## config.mk

```make
export PLATFORM = sky130hd
export DESIGN_NAME = gbs_queue
export DESIGN_NICKNAME = d
export VERILOG_FILES = /design/src/gbs_pkg.sv /design/src/gbs_queue.sv
export SDC_FILE = /design/constraint.sdc
export NUM_CORES = 1
export LEC_CHECK = 0
export BUFFER_PORTS_ARGS = -buffer_cell sky130_fd_sc_hd__buf_2
export CAP_MARGIN = 20
export CORE_MARGIN = 3
export CORE_UTILIZATION = 45
export DETAILED_ROUTE_END_ITERATION = 12
export PLACE_DENSITY_LB_ADDON = 0.08
export SLEW_MARGIN = 0
export SYNTH_ARGS = -nofsm -noshare
export SYNTH_HDL_FRONTEND = slang
export SYNTH_SLANG_ARGS = --single-unit
```

## constraint.sdc

```tcl
create_clock -name clk -period 6.1 [get_ports clk]
set_input_delay 0.915 -clock clk [delete_from_list [all_inputs] [get_ports clk]]
set_output_delay 0.915 -clock clk [all_outputs]
set_load 0.01 [all_outputs]
```

## src/gbs_pkg.sv

```systemverilog
// shared constants and types for greedy box suppression
// no dependencies
`default_nettype none
package gbs_pkg;
  localparam int MAX_KEPT = 64;
  localparam int KEPT_AW  = (MAX_KEPT > 1) ? $clog2(MAX_KEPT) : 1;
  localparam int KEPT_CW  = $clog2(MAX_KEPT + 1);
  localparam int Q_DEPTH  = 2;
  localparam int Q_AW     = $clog2(Q_DEPTH);
  localparam int Q_CW     = $clog2(Q_DEPTH + 1);
  localparam int CFG_IW   = 1;
  localparam int CFG_DW   = 9;

  localparam logic [CFG_IW-1:0] CFG_THR = 1'd0;
  localparam logic [CFG_IW-1:0] CFG_AGN = 1'd1;
  localparam logic [8:0] THR_RESET = 9'd115;

  // item as it travels from front to back
  typedef struct packed {
    logic               set_start;
    logic signed [15:0] left;
    logic signed [15:0] top;
    logic [14:0]        width;
    logic [14:0]        height;
    logic [7:0]         label;
    logic [29:0]        area;
    logic [15:0]        index;
  } box_t;

  // stored kept box
  typedef struct packed {
    logic signed [15:0] left;
    logic signed [15:0] top;
    logic [14:0]        width;
    logic [14:0]        height;
    logic [29:0]        area;
    logic [7:0]         label;
  } kept_t;

  typedef struct packed {
    logic [8:0] thr;
    logic       agnostic;
  } cfg_t;

  typedef struct packed {
    logic valid;
    logic full;
  } qstat_t;

  typedef enum logic [1:0] {
    B_IDLE,
    B_WALK,
    B_DRAIN
  } back_state_t;
endpackage
`default_nettype wire

```

## src/gbs_queue.sv

```systemverilog
// short item queue between front and back
// depends on gbs_pkg
`default_nettype none
module gbs_queue (
  input  wire logic          clk,
  input  wire logic          rst_n,
  input  wire logic          push,
  input  wire gbs_pkg::box_t push_data,
  input  wire logic          pop,
  output gbs_pkg::box_t      pop_data,
  output gbs_pkg::qstat_t    stat
);
  gbs_pkg::box_t                  mem_r [gbs_pkg::Q_DEPTH];
  logic [gbs_pkg::Q_AW-1:0]       wp_r, rp_r;
  logic [gbs_pkg::Q_CW-1:0]       cnt_r;

  assign stat.valid = (cnt_r != '0);
  assign stat.full  = (cnt_r == gbs_pkg::Q_CW'(gbs_pkg::Q_DEPTH));
  assign pop_data   = mem_r[rp_r];

  // storage
  always_ff @(posedge clk) begin
    if (push) mem_r[wp_r] <= push_data;
  end

  // pointers and fill count
  always_ff @(posedge clk) begin
    if (!rst_n) begin
      wp_r  <= '0;
      rp_r  <= '0;
      cnt_r <= '0;
    end else begin
      if (push) wp_r <= (wp_r == gbs_pkg::Q_AW'(gbs_pkg::Q_DEPTH - 1)) ? '0 : wp_r + 1'b1;
      if (pop)  rp_r <= (rp_r == gbs_pkg::Q_AW'(gbs_pkg::Q_DEPTH - 1)) ? '0 : rp_r + 1'b1;
      if (push && !pop)      cnt_r <= cnt_r + 1'b1;
      else if (pop && !push) cnt_r <= cnt_r - 1'b1;
    end
  end
endmodule
`default_nettype wire

```

==> load_flow_metrics.sql <==
INSERT INTO impl_metrics (metric_group, metric, value, unit) VALUES
('status', 'outcome', 'finished clean', ''),
('grt', 'first_global_vias', '4765', ''),
('power_and_ir_drop', 'p_comb_frac', '0.101', ''),
('grt', 'grt_overflow', '0', ''),
('power_and_ir_drop', 'pwr_density_cell', '331', 'nW/um2'),
('power_and_ir_drop', 'netSwitchingFraction', '0.213', ''),
('final_layout', 'layoutNonFillerInstCount', '922', ''),
('timing', 'tightest_slew', '1.04', 'ns'),
('logic_synthesis', 'post_synth_num_cell_types', '18', ''),
('die', 'chipWidth', '146', 'um'),
('timing', 'fin_worst_hold_slack', '0.503', 'ns'),
('min_path', 'hold_path.class', 'reg -> reg', ''),
('setup_path', 'highest_fanout_seen_on_the_critical_path', '47', ''),
('final_layout', 'fill_cells', '1466', ''),
('clock_tree', 'cts_max_path_buffers', '3', ''),
('die', 'ios', '240', ''),
('setup_path', 'timing.critical_path.required', '5.18', 'ns'),
('logic_synthesis', 'synth_top_area_share', '0.801', ''),
('grt', 'grt_max_degree', '75', ''),
('clock_tree', 'post_cts.resized_instances', '0', ''),
('setup_path', 'worstPathArrival', '2.36', 'ns'),
('power_and_ir_drop', 'power_frac_seq', '0.530', ''),
('timing', 'finalMaxSlewViolations', '0', ''),
('logic_synthesis', 'synthesis.area', '8770', 'um2'),
('placement', 'hpwl', '10900', 'um'),
('setup_path', 'rrSetupSlack', '3.76', 'ns'),
('final_layout', 'postLayoutCellArea', '11000', 'um2'),
('grt', 'grt_pass1_wl', '25700', 'um'),
('placement', 'placedCellCount', '877', ''),
('timing', 'fin_skew', '0.0101', 'ns'),
('timing', 'period_minus_slack', '3.28', 'ns'),
('timing', 'timing.slew.headroom', '0.308', ''),
('die', 'standard_cell_rows', '50', ''),
('final_layout', 'areaGrowthSynthToFinish', '25.2', '%'),
('grt', 'use_met1', '0.185', ''),
('logic_synthesis', 'synthesized_area_per_cell', '22.7', 'um2'),
('setup_path', 'worst_flop_to_flop_path_endpoint', 'mem_r[1][67]', ''),
('clock_tree', 'root_buffer', 'sky130_fd_sc_hd__clkbuf_16', ''),
('logic_synthesis', 'synth-seq-area-share', '0.812', ''),
('min_path', 'min_delay_path_depth', '2', ''),
('logic_synthesis', 'seq_cells_post_synth', '239', ''),
('detailed_routing', 'drt-initial-drc-count', '165', ''),
('timing', 'finalHoldViolCount', '0', ''),
('clock_tree', 'cts_tree', 'built', ''),
('grt', 'antenna_violations_before_repair', '4', ''),
('grt', 'globalRoute.busiestLayer', 'met2', ''),
('logic_synthesis', 'synth_fp_nets', '508', ''),
('detailed_routing', 'drtAntennaViolNets', '0', ''),
('timing', 'final_min_period_over_clock_period', '0.538', ''),
('setup_path', 'timing.critical_path.to_type', 'primary output', ''),
('setup_path', 'rr_startpoint', 'wp_r', ''),
('grt', 'grtUsageMet3', '0.0551', ''),
('setup_path', 'timing.setup.critical_path_class', 'reg -> out', ''),
('die', 'dieArea', '21200', 'um2'),
('timing', 'final.setup.tns', '0', 'ns'),
('logic_synthesis', 'synthCells', '386', ''),
('detailed_routing', 'route.detailed.wl_per_inst', '18.0', 'um'),
('logic_synthesis', 'yosys.area.top_type', 'sky130_fd_sc_hd__edfxtp_1', ''),
('clock_tree', 'cts-htree-levels', '1', ''),
('detailed_routing', 'routed-via-count', '4369', ''),
('detailed_routing', 'drt_first_pass_iters', '4', ''),
('die', 'core_area', '19000', 'um2'),
('logic_synthesis', 'yosys-top-cells-area', 'sky130_fd_sc_hd__edfxtp_1 (80%), sky130_fd_sc_hd__mux2_2 (11%), sky130_fd_sc_hd__mux2_4 (5.1%), sky130_fd_sc_hd__dfxtp_1 (1.1%), sky130_fd_sc_hd__buf_6 (0.64%)', ''),
('detailed_routing', 'wirelength', '16600', 'um'),
('power_and_ir_drop', 'switching_power', '776', 'uW'),
('setup_path', 'timing.reg2reg.worst_path_depth', '2', ''),
('power_and_ir_drop', 'power_report.internal_total', '2.86', 'mW'),
('clock_tree', 'clock_latency_at_the_later_pin_of_the_worst_skew_pair', '0.50', 'ns'),
('grt', 'grt_use_total', '0.152', ''),
('grt', 'groute.layer.met2.usage', '0.257', ''),
('power_and_ir_drop', 'clock_power_share', '0.369', '');
[kinds of logic (layout without fill, tap and decap cells)]
kind of cell,after synthesis,after routing,share of synthesized area
muxes,117,117,0.163
DFF,239,239,0.812
buffers and inverters,14,288,0.0114
xor gates and xnor gates,3,3,0.00300
and+or+nand+nor,9,9,0.00656
adders and majority gates,1,1,0.00143
other,0,2,0
AOI/OAI and AO/OA,3,3,0.00228
[worst max path at each step]
stage / start / endpoint / slack, ns / cells after the start
floorplan: push / mem_r[0][0] / 1.68 / 1
global placement: push / mem_r[1][81] / 3.13 / 3
detailed placement: push / mem_r[1][81] / 3.10 / 3
CTS: flop / pop_data[106] / 2.73 / 3
global route: flop / pop_data[106] / 2.66 / 3
finish: flop / pop_data[106] / 2.82 / 3
[stage by stage]
| stage | worst slack (ns) | util | total power [mW] |
|---|---|---|---|
| 3_5_place_dp | 3.10 | 0.541 | 2.34 |
| 5_1_grt | 2.66 | 0.579 | 3.79 |
| 6_report | 2.82 | 0.579 | 3.64 |
| 3_3_place_gp | 3.13 | 0.541 | 2.33 |
| 4_1_cts | 2.73 | 0.579 | 3.70 |
| 2_1_floorplan | 1.68 | - | 2.18 |
[synth_stat cells]
library cell,n
sky130_fd_sc_hd__a21boi_0,1
sky130_fd_sc_hd__and2_1,4
sky130_fd_sc_hd__and2b_1,1
sky130_fd_sc_hd__buf_2,8
sky130_fd_sc_hd__buf_6,5
sky130_fd_sc_hd__dfxtp_1,5
sky130_fd_sc_hd__edfxtp_1,234
sky130_fd_sc_hd__ha_1,1
sky130_fd_sc_hd__inv_1,1
sky130_fd_sc_hd__mux2_2,87
sky130_fd_sc_hd__mux2_4,30
sky130_fd_sc_hd__nor2b_1,2
sky130_fd_sc_hd__o21a_1,1
sky130_fd_sc_hd__o21ai_0,1
sky130_fd_sc_hd__or2_2,1
sky130_fd_sc_hd__or3_1,1
sky130_fd_sc_hd__xnor2_1,1
sky130_fd_sc_hd__xor2_1,2
[power groups by stage]
stage / clock (mW) / sequential (mW) / combinational, mW
2_1_floorplan: 0 / 1.95 / 0.226
3_3_place_gp: 0 / 1.96 / 0.371
3_5_place_dp: 0 / 1.96 / 0.376
4_1_cts: 1.39 / 1.93 / 0.378
5_1_grt: 1.45 / 1.94 / 0.401
6_report: 1.34 / 1.93 / 0.368
[layout by cell type (no fill, tap or decap), drive strengths merged]
cell type	synthesis	layout
o21a	1	1
buf	13	244
dfxtp	5	5
mux2	117	117
xor2	2	2
nor2b	2	2
clkbuf	0	32
and2	4	4
edfxtp	234	234
a21boi	1	1
xnor2	1	1
diode	0	2
or3	1	1
inv	1	1
ha	1	1
clkinv	0	11
or2	1	1
o21ai	1	1
and2b	1	1
[critical path: stages, from the launching register on]
cell and delay (ns):
sky130_fd_sc_hd__dfxtp_4 0.63, sky130_fd_sc_hd__buf_4 0.63, sky130_fd_sc_hd__mux2_2 0.43, sky130_fd_sc_hd__buf_2 0.14
[cell type report]
type,instances,area [um2],area share
flip-flops and latches,239,7130,0.649
multi-input cells,133,1560,0.142
repair buffers,244,1230,0.112
clock buffers,32,682,0.0621
well taps,260,325,0.0296
clock inverters,11,47.5,0.00433
diodes,2,5.00,0.000456
inverters,1,3.75,0.000342
[per-layer routing]
| metal | share of wire | vias up |
|---|---|---|
| met2 | 0.49 | 150 |
| met4 | 0.027 | 4 |
| met3 | 0.084 | 36 |
| li1 | - | 2053 |
| met5 | 0.0013 | - |
| met1 | 0.40 | 2126 |
[sequential cells by signal, summed over array words and instances, names as in the netlist, named ones only]
register	flops
mem_r	234
wp_r	1
cnt_r	2
rp_r	1
(Power assumes the default switching activity.)
