===== src/gbs_pkg.sv =====
// shared constants and types for greedy box suppression
// no dependencies
`default_nettype none
package gbs_pkg;
  localparam int MAX_KEPT = 64;
  localparam int KEPT_AW  = (MAX_KEPT > 1) ? $clog2(MAX_KEPT) : 1;
  localparam int KEPT_CW  = $clog2(MAX_KEPT + 1);
  localparam int Q_DEPTH  = 2;
  localparam int Q_AW     = $clog2(Q_DEPTH);
  localparam int Q_CW     = $clog2(Q_DEPTH + 1);
  localparam int CFG_IW   = 1;
  localparam int CFG_DW   = 9;

  localparam logic [CFG_IW-1:0] CFG_THR = 1'd0;
  localparam logic [CFG_IW-1:0] CFG_AGN = 1'd1;
  localparam logic [8:0] THR_RESET = 9'd115;

  // item as it travels from front to back
  typedef struct packed {
    logic               set_start;
    logic signed [15:0] left;
    logic signed [15:0] top;
    logic [14:0]        width;
    logic [14:0]        height;
    logic [7:0]         label;
    logic [29:0]        area;
    logic [15:0]        index;
  } box_t;

  // stored kept box
  typedef struct packed {
    logic signed [15:0] left;
    logic signed [15:0] top;
    logic [14:0]        width;
    logic [14:0]        height;
    logic [29:0]        area;
    logic [7:0]         label;
  } kept_t;

  typedef struct packed {
    logic [8:0] thr;
    logic       agnostic;
  } cfg_t;

  typedef struct packed {
    logic valid;
    logic full;
  } qstat_t;

  typedef enum logic [1:0] {
    B_IDLE,
    B_WALK,
    B_DRAIN
  } back_state_t;
endpackage
`default_nettype wire


===== src/gbs_if.sv =====
// valid/ready channel interfaces for input and result items
// no dependencies
`default_nettype none
interface gbs_in_if;
  logic               valid;
  logic               ready;
  logic               set_start;
  logic signed [15:0] box_left;
  logic signed [15:0] box_top;
  logic [14:0]        box_width;
  logic [14:0]        box_height;
  logic [7:0]         class_label;
  modport source (output valid, set_start, box_left, box_top, box_width, box_height,
                  class_label, input ready);
  modport sink (input valid, set_start, box_left, box_top, box_width, box_height,
                class_label, output ready);
endinterface

`default_nettype wire


===== src/gbs_front.sv =====
// front end: accepts items, assigns set index, computes box area
// depends on gbs_pkg and gbs_in_if
`default_nettype none
module gbs_front (
  input  wire logic            clk,
  input  wire logic            rst_n,
  gbs_in_if.sink               in_ch,
  input  wire gbs_pkg::qstat_t qstat,
  output logic                 push,
  output gbs_pkg::box_t        push_data
);
  logic [15:0] pos_r, pos_nxt, idx;

  assign in_ch.ready = !qstat.full;
  assign push        = in_ch.valid && in_ch.ready;

  // index within the set, saturating
  always_comb begin
    idx     = in_ch.set_start ? 16'd0 : pos_r;
    pos_nxt = (idx != 16'hFFFF) ? idx + 16'd1 : idx;
  end

  always_ff @(posedge clk) begin
    if (!rst_n)    pos_r <= '0;
    else if (push) pos_r <= pos_nxt;
  end

  // classified item for the queue
  always_comb begin
    push_data.set_start = in_ch.set_start;
    push_data.left      = in_ch.box_left;
    push_data.top       = in_ch.box_top;
    push_data.width     = in_ch.box_width;
    push_data.height    = in_ch.box_height;
    push_data.label     = in_ch.class_label;
    push_data.area      = 30'(in_ch.box_width) * 30'(in_ch.box_height);
    push_data.index     = idx;
  end
endmodule
`default_nettype wire


===== src/flat_wrapper.sv =====
// flat-port wrapper written by rule: the top's interface ports become plain ports
module gbs_front_flat 
  (clk, rst_n, qstat, push, push_data, in_ch_valid, in_ch_set_start, in_ch_box_left, in_ch_box_top, in_ch_box_width, in_ch_box_height, in_ch_class_label, in_ch_ready);
  gbs_in_if in_ch_i ();
  input  wire logic clk;
  input  wire logic rst_n;
  input  wire gbs_pkg::qstat_t qstat;
  output logic push;
  output gbs_pkg::box_t push_data;
  input wire logic [$bits(in_ch_i.valid)-1:0] in_ch_valid;
  input wire logic [$bits(in_ch_i.set_start)-1:0] in_ch_set_start;
  input wire logic [$bits(in_ch_i.box_left)-1:0] in_ch_box_left;
  input wire logic [$bits(in_ch_i.box_top)-1:0] in_ch_box_top;
  input wire logic [$bits(in_ch_i.box_width)-1:0] in_ch_box_width;
  input wire logic [$bits(in_ch_i.box_height)-1:0] in_ch_box_height;
  input wire logic [$bits(in_ch_i.class_label)-1:0] in_ch_class_label;
  output wire logic [$bits(in_ch_i.ready)-1:0] in_ch_ready;
  assign in_ch_i.valid = in_ch_valid;
  assign in_ch_i.set_start = in_ch_set_start;
  assign in_ch_i.box_left = in_ch_box_left;
  assign in_ch_i.box_top = in_ch_box_top;
  assign in_ch_i.box_width = in_ch_box_width;
  assign in_ch_i.box_height = in_ch_box_height;
  assign in_ch_i.class_label = in_ch_class_label;
  assign in_ch_ready = in_ch_i.ready;
  gbs_front u_core (.clk(clk), .rst_n(rst_n), .in_ch(in_ch_i), .qstat(qstat), .push(push), .push_data(push_data));
endmodule

===== config.mk =====
export PLATFORM = sky130hd
export DESIGN_NAME = gbs_front_flat
export DESIGN_NICKNAME = d
export VERILOG_FILES = /design/src/gbs_pkg.sv /design/src/gbs_if.sv /design/src/gbs_front.sv /design/src/flat_wrapper.sv
export SDC_FILE = /design/constraint.sdc
export NUM_CORES = 1
export LEC_CHECK = 0
export ABC_AREA = 0
export BUFFER_PORTS_ARGS = -buffer_cell sky130_fd_sc_hd__buf_2
export CELL_PAD_IN_SITES_DETAIL_PLACEMENT = 1
export CELL_PAD_IN_SITES_GLOBAL_PLACEMENT = 1
export CORE_MARGIN = 1.5
export CORE_UTILIZATION = 43
export CTS_BUF_LIST = sky130_fd_sc_hd__clkbuf_16
export DETAILED_ROUTE_END_ITERATION = 10
export GPL_TIMING_DRIVEN = 0
export PLACE_DENSITY = 0.8
export RECOVER_POWER = 100
export REMOVE_ABC_BUFFERS = 1
export SYNTH_ARGS = -nofsm -noshare
export SYNTH_HDL_FRONTEND = slang
export SYNTH_SLANG_ARGS = --single-unit

===== constraint.sdc =====
create_clock -name clk -period 9.7 [get_ports clk]
set_clock_uncertainty 0.2 [all_clocks]
set_input_delay 1.94 -clock clk [delete_from_list [all_inputs] [get_ports clk]]
set_output_delay 1.94 -clock clk [all_outputs]
set_load 0.01 [all_outputs]

==> results.yml, run 1 <==
flow_run:
  max_cap_violations: 0
global_route:
  grt_util_all_layers: 0.224
  grt_pass1_wl_um: 39300
  antenna_found_initial: 0
  grt_pass1_vias: 7765
  overflow: 0
  grt_start_max_net_pins: 24
routing:
  wl_per_cell_um: 18.1
  finalWirelength_um: 24200
  dr_total_vias: 6847
  via_per_inst: 5.12
  drt_iter0_markers: 232
  ant_nets: 0
  dr.pass1.iters: 4
  drc: 0
run_status:
  status: "finished clean"
logic_synthesis:
  synth_compound_area_frac: 0.0679
  synth_top_family_by_area: "adder cells"
  synth_fa_ha_area_frac: 0.501
  synthXorXnorAreaFrac: 0.0319
  synth-edff-count: 0
  ys_types: 54
  syn-cell-area_mm2: 0.00905
  synth.avg_cell_area_um2: 8.54
  synthSimpleGateAreaFrac: 0.202
  ys_seq_elements: 16
  synth_cells: 1059
  synthMuxAreaShare: 0.00111
  ys_warn_count: 0
  ys_seq_area_frac: 0.0354
  yosys_most_used_dff: "dfxtp_1"
  async_reset_ff_frac: 0
setup_path:
  ff2ff_path_depth: 10
  worstPathMaxFanout: 16
  cp.depth: 23
  critPathRequiredTime_ps: 7560
  crit_family: "adder cells"
  worst_setup_path_end_kind: "output pin"
  crit_slowest_cell: "fa_1"
  crit_type: "primary input to output pin"
  slowest_delay_ps: 560
  crit_top_cell: "fa_1"
  crit_path_cell_trace: "buf_4 -> and2_1 -> fa_1 -> inv_1 -> fa_1 -> inv_1 -> fa_1 -> inv_1 -> fa_1 -> inv_1 -> fa_1 -> inv_1 -> fa_1 -> inv_2 -> ha_4 -> a21oi_4 -> nor2b_2 -> o211ai_2 -> nand2_2 -> a311oi_4 -> o41ai_2 -> xor2_1 -> buf_2"
  startpoint_type: "primary input"
  arrival_ps: 7390
  path_buf_inv: 8
final_layout:
  drive_above_1_share: 0.144
  utilization: 0.468
  fillers: 2506
  top_regs: "u_core.pos_r x16"
  insertedDiodeCount: 0
  finalNetCount: 1406
  largest_reg_flops: 16
  area_growth_pct: 5.63
  design_area_mm2: 0.00956
  max_flop_register: "u_core.pos_r"
clock_tree:
  root_buffer: "clkbuf_16"
  cts_hold_buf: 0
  numCtsBuffers: 3
  cts.clk_slew.worst_paths_ps: 50
  cts_tree: "built"
  clkLatencyLatePin_ps: 250
  cts_num_sinks: 16
  h-tree-depth: 1
  ctsLongestPathBuffers: 2
floorplan:
  core-area_mm2: 0.0204
  die-height_um: 148
  start_util: 0.443
  io_pins: 195
  std_cell_rows: 52
  die_area_mm2: 0.0219
  die_w_um: 148
sta:
  fin_crit_ps: 9530
  worstMarginPinSlew_ps: 1000
  fin_crit_sh: 0.982
  finalHoldViolations: 0
  drv_slew: 0
  finalSetupViolCount: 0
  fmax_ghz: 0.105
  slew-limit-headroom: 0.331
place:
  globalplace.congestion: 0.810
  dpl_cell_area_mm2: 0.00926
  port_buffers: 113
  dp_hpwl_um: 20100
hold_path:
  hold_depth: 1
  hp-class: "flip-flop to flip-flop"
==> cells in the mapped netlist (3+ instances only) <==
library cell	count	area, um2
and3_1	4	25.0
a21o_1	8	60.1
nand2_1	122	458
o21bai_1	4	30.0
xnor2_1	15	131
fa_1	167	3340
nor2_1	17	63.8
o21a_1	3	22.5
buf_4	71	533
nand4_1	11	68.8
clkbuf_1	37	139
ha_1	95	1190
and2_1	148	926
a21oi_1	23	115
a31oi_1	5	31.3
inv_1	201	754
xor2_1	18	158
dfxtp_1	16	320
nor2b_1	16	100
nand3_1	18	90.1
buf_2	4	20.0
o21ai_0	17	85.1
==> per-layer routing <==
metal  GRT usage  wire length, um  up-vias  share of wire
li1            -                -     3157              -
met1       0.292            10400     3509           0.43
met2       0.387            12200      155           0.50
met3      0.0558             1390       22          0.057
met4      0.0183              138        4         0.0057
met5      0.0295               87        -         0.0036
==> per-stage QoR <==
stage | setup slack, ps | instances | TNS (ps) | hold slack (ps)
after global placement | -74.0 | 1329 | -194 | 273
final | 172 | 1337 | 0 | 301
after detailed placement | -136 | 1329 | -668 | 285
after floorplan | 654 | 946 | 0 | 248
after CTS | 3.20 | 1333 | 0 | 297
after global routing | -37.0 | 1337 | -128 | 307
==> cells in the final DEF, fill, tap and decap left out, types with 14 or more instances in the layout <==
cell and n:
nor2_1 16, xor2_1 18, xnor2_1 14, nand3_1 18, and2_1 139, dfxtp_1 16, buf_2 90, nand2_1 121
fa_1 167, o21ai_0 16, ha_1 89, inv_1 200, nor2b_1 15, a21oi_1 20
==> worst paths after layout <==
kind	endpoint	slack [ps]	from
worst max register to register	u_core.pos_r[15]$_SDFFE_PN0P_	6760	u_core.pos_r[1]$_SDFFE_PN0P_
worst max-delay path	push_data[43]	170	in_ch_box_width[8]
worst min register to register	u_core.pos_r[7]$_SDFFE_PN0P_	300	u_core.pos_r[7]$_SDFFE_PN0P_
worst min-delay path	u_core.pos_r[7]$_SDFFE_PN0P_	300	u_core.pos_r[7]$_SDFFE_PN0P_
==> logic make-up after synthesis <==
kind of cell | count (synthesis)
adder cells (fa/ha/maj) | 262
AND/OR/NAND/NOR | 348
AO/OA/AOI/OAI | 85
flip-flops | 16
multiplexers | 1
XOR/XNOR | 33
buffers and inverters | 314
==> worst reg2reg max path, delay by kind of cell, from the launching register on <==
kind,cells,cell delay [ps]
AO/OA/AOI/OAI,1,490
XOR/XNOR,1,150
adder cells (fa/ha/maj),1,270
flip-flops,1,370
AND/OR/NAND/NOR,7,1410
==> what timing repair did <==
action                     in CTS  in global routing
buffers inserted                0                  4
setup endpoints to repair      11                 13
pin swaps                       4                 15
resized for setup              12                 49
==> layout make-up <==
type                       instances  area (um2)  area share
clock buffer                       3        75.1     0.00786
clock inverter                     1        3.75    0.000393
inverter                         201         754      0.0789
multi-input combinational        729        7410       0.776
sequential                        16         320      0.0335
tap                              270         338      0.0353
timing repair buffer             117         653      0.0683
Power of run 1 is left out: the tool's default activity adds up to more than one toggle a clock period on the data nets, which glitch-free logic cannot reach.
==> inputs of run 2 (changes only) <==
==> constraint.sdc (replaced) <==
create_clock -name clk -period 9.6 [get_ports clk]
set_clock_uncertainty 0.2 [all_clocks]
set_input_delay 1.92 -clock clk [delete_from_list [all_inputs] [get_ports clk]]
set_output_delay 1.92 -clock clk [all_outputs]
set_load 0.01 [all_outputs]
==> run 2 against run 1 <==
  * Via count is 1.7% higher
  * Non-clock buffer count increased by 11
  * Wire length increased by 0.36%
  * Sequential cell count did not move
  * Sequential share of layout area shrank 0.058 points
  * Final cell count rose by 0.82%
  * Utilization grew 0.83 points
  * Die area unchanged
  * Global-route usage barely moved
  * Design area is 1.8% higher
  * Count of clock-buffer cells in the layout unchanged
  * Critical endpoint unchanged
==> results.yml, run 2 (same netlist as run 1, synthesis figures left out) <==
setup_path:
  worst_setup_path_end_kind: "output pin"
  crit_path_cell_trace: "buf_4 -> and2_1 -> fa_1 -> inv_1 -> fa_1 -> inv_1 -> fa_1 -> fa_1 -> fa_1 -> inv_1 -> fa_1 -> inv_1 -> ha_2 -> nand2_2 -> nor2_2 -> o211ai_2 -> nand2_2 -> a311oi_4 -> o41ai_2 -> xor2_1 -> buf_2"
  ff2ff_path_depth: 10
  arrival_ps: 7370
  crit_path_end: "push_data[43]"
  r2r_slack_ps: 6660
  slowest_delay_ps: 530
  worstPathMaxFanout: 16
  startpoint: "in_ch_box_width[12]"
  r2r-end: "u_core.pos_r[15]$_SDFFE_PN0P_"
  reg2reg_from: "u_core.pos_r[1]$_SDFFE_PN0P_"
  startpoint_type: "primary input"
  critPathRequiredTime_ps: 7480
  crit_top_cell: "fa_1"
  crit_type: "primary input to output pin"
  crit_slowest_cell: "fa_1"
final_layout:
  top_regs: "u_core.pos_r x16"
  drive_above_1_share: 0.158
  final_cell_mix: "inv_1, fa_1, and2_1"
  layout_commonest_cell: "inv_1"
  stdcell_count: 1348
  largest_reg_flops: 16
  max_flop_register: "u_core.pos_r"
  finalNetCount: 1417
  area_growth_pct: 7.50
  fillers: 2499
  insertedDiodeCount: 0
hold_path:
  hp-class: "flip-flop to flip-flop"
  hold_depth: 1
run_status:
  status: "finished clean"
sta:
  slew-limit-headroom: 0.338
  drv_slew: 0
  fin_crit_sh: 0.988
  fmax_ghz: 0.105
  finalHoldViolations: 0
  grt_setup_unrepaired: "true"
  fin_crit_ps: 9490
  finalSetupViolCount: 0
  worstMarginPinSlew_ps: 993
  fin_tns_setup_ps: 0
floorplan:
  die_area_mm2: 0.0219
  io_pins: 195
  core-area_mm2: 0.0204
  die-height_um: 148
  start_util: 0.443
  std_cell_rows: 52
  die_w_um: 148
global_route:
  antenna_found_initial: 0
  grt_start_max_net_pins: 24
  grt_pass1_wl_um: 39300
  overflow: 0
  grt_pass1_vias: 7760
  grt_util_all_layers: 0.224
clock_tree:
  h-tree-depth: 1
  cts.clk_slew.worst_paths_ps: 50
  root_buffer: "clkbuf_16"
  cts_tree: "built"
  cts_num_sinks: 16
  numCtsBuffers: 3
  clkLatencyLatePin_ps: 250
  ctsLongestPathBuffers: 2
place:
  port_buffers: 113
  place_inst: 1329
  globalplace.congestion: 0.810
  dp_hpwl_um: 20100
flow_run:
  max_cap_violations: 0
routing:
  finalWirelength_um: 24300
  drc: 0
  wl_per_cell_um: 18.0
  dr_total_vias: 6963
  dr.pass1.iters: 4
  drt_iter0_markers: 196
  via_per_inst: 5.17
  ant_nets: 0
run 2: critical path, delay by kind of cell:
family          cells  cell delay [ps]
compound gates      3              640
xor+xnor            1              210
fa+ha+maj           7             3410
buf+inv             6              590
simple gates        4              600
run 2: cell type report:
type	count	area, um2	share of cell area
multi-input combinational	729	7430	0.764
timing repair buffer	128	805	0.0827
inverter	201	754	0.0776
tap	270	338	0.0347
sequential	16	320	0.0329
clock buffer	3	75.1	0.00772
clock inverter	1	3.75	0.000386
run 2: layer usage:
| layer | GRT usage | vias to the layer above | routed length [um] |
|---|---|---|---|
| li1 | - | 3180 | - |
| met1 | 0.293 | 3592 | 10400 |
| met2 | 0.388 | 167 | 12200 |
| met3 | 0.0558 | 20 | 1490 |
| met4 | 0.0183 | 4 | 131 |
| met5 | 0.0295 | - | 87 |
run 2: worst min-delay path by stage:
stage               slack [ps]                            to                          from
floorplan                  250  u_core.pos_r[7]$_SDFFE_PN0P_  u_core.pos_r[7]$_SDFFE_PN0P_
global placement           270  u_core.pos_r[7]$_SDFFE_PN0P_  u_core.pos_r[7]$_SDFFE_PN0P_
detailed placement         280  u_core.pos_r[7]$_SDFFE_PN0P_  u_core.pos_r[7]$_SDFFE_PN0P_
CTS                        300  u_core.pos_r[7]$_SDFFE_PN0P_  u_core.pos_r[7]$_SDFFE_PN0P_
global route               310  u_core.pos_r[7]$_SDFFE_PN0P_  u_core.pos_r[7]$_SDFFE_PN0P_
finish                     300  u_core.pos_r[7]$_SDFFE_PN0P_  u_core.pos_r[7]$_SDFFE_PN0P_
run 2: metrics by stage:
step | cell area, um2 | hold slack, ps | setup WS [ps] | util
floorplan | 8350 | 248 | 594 | -
global placement | 9260 | 273 | -134 | 0.453
detailed placement | 9260 | 285 | -196 | 0.453
CTS | 9410 | 297 | 9.04 | 0.460
global route | 9730 | 307 | -130 | 0.476
finish | 9730 | 300 | 114 | 0.476
run 2: timing repair:
action / CTS / global route
buffers inserted: 0 / 15
setup endpoints to repair: 11 / 13
gates resized for setup: 15 / 77
pin swaps: 6 / 25
hold buffers: 0 / 0
Power of run 2 is left out for the same reason.
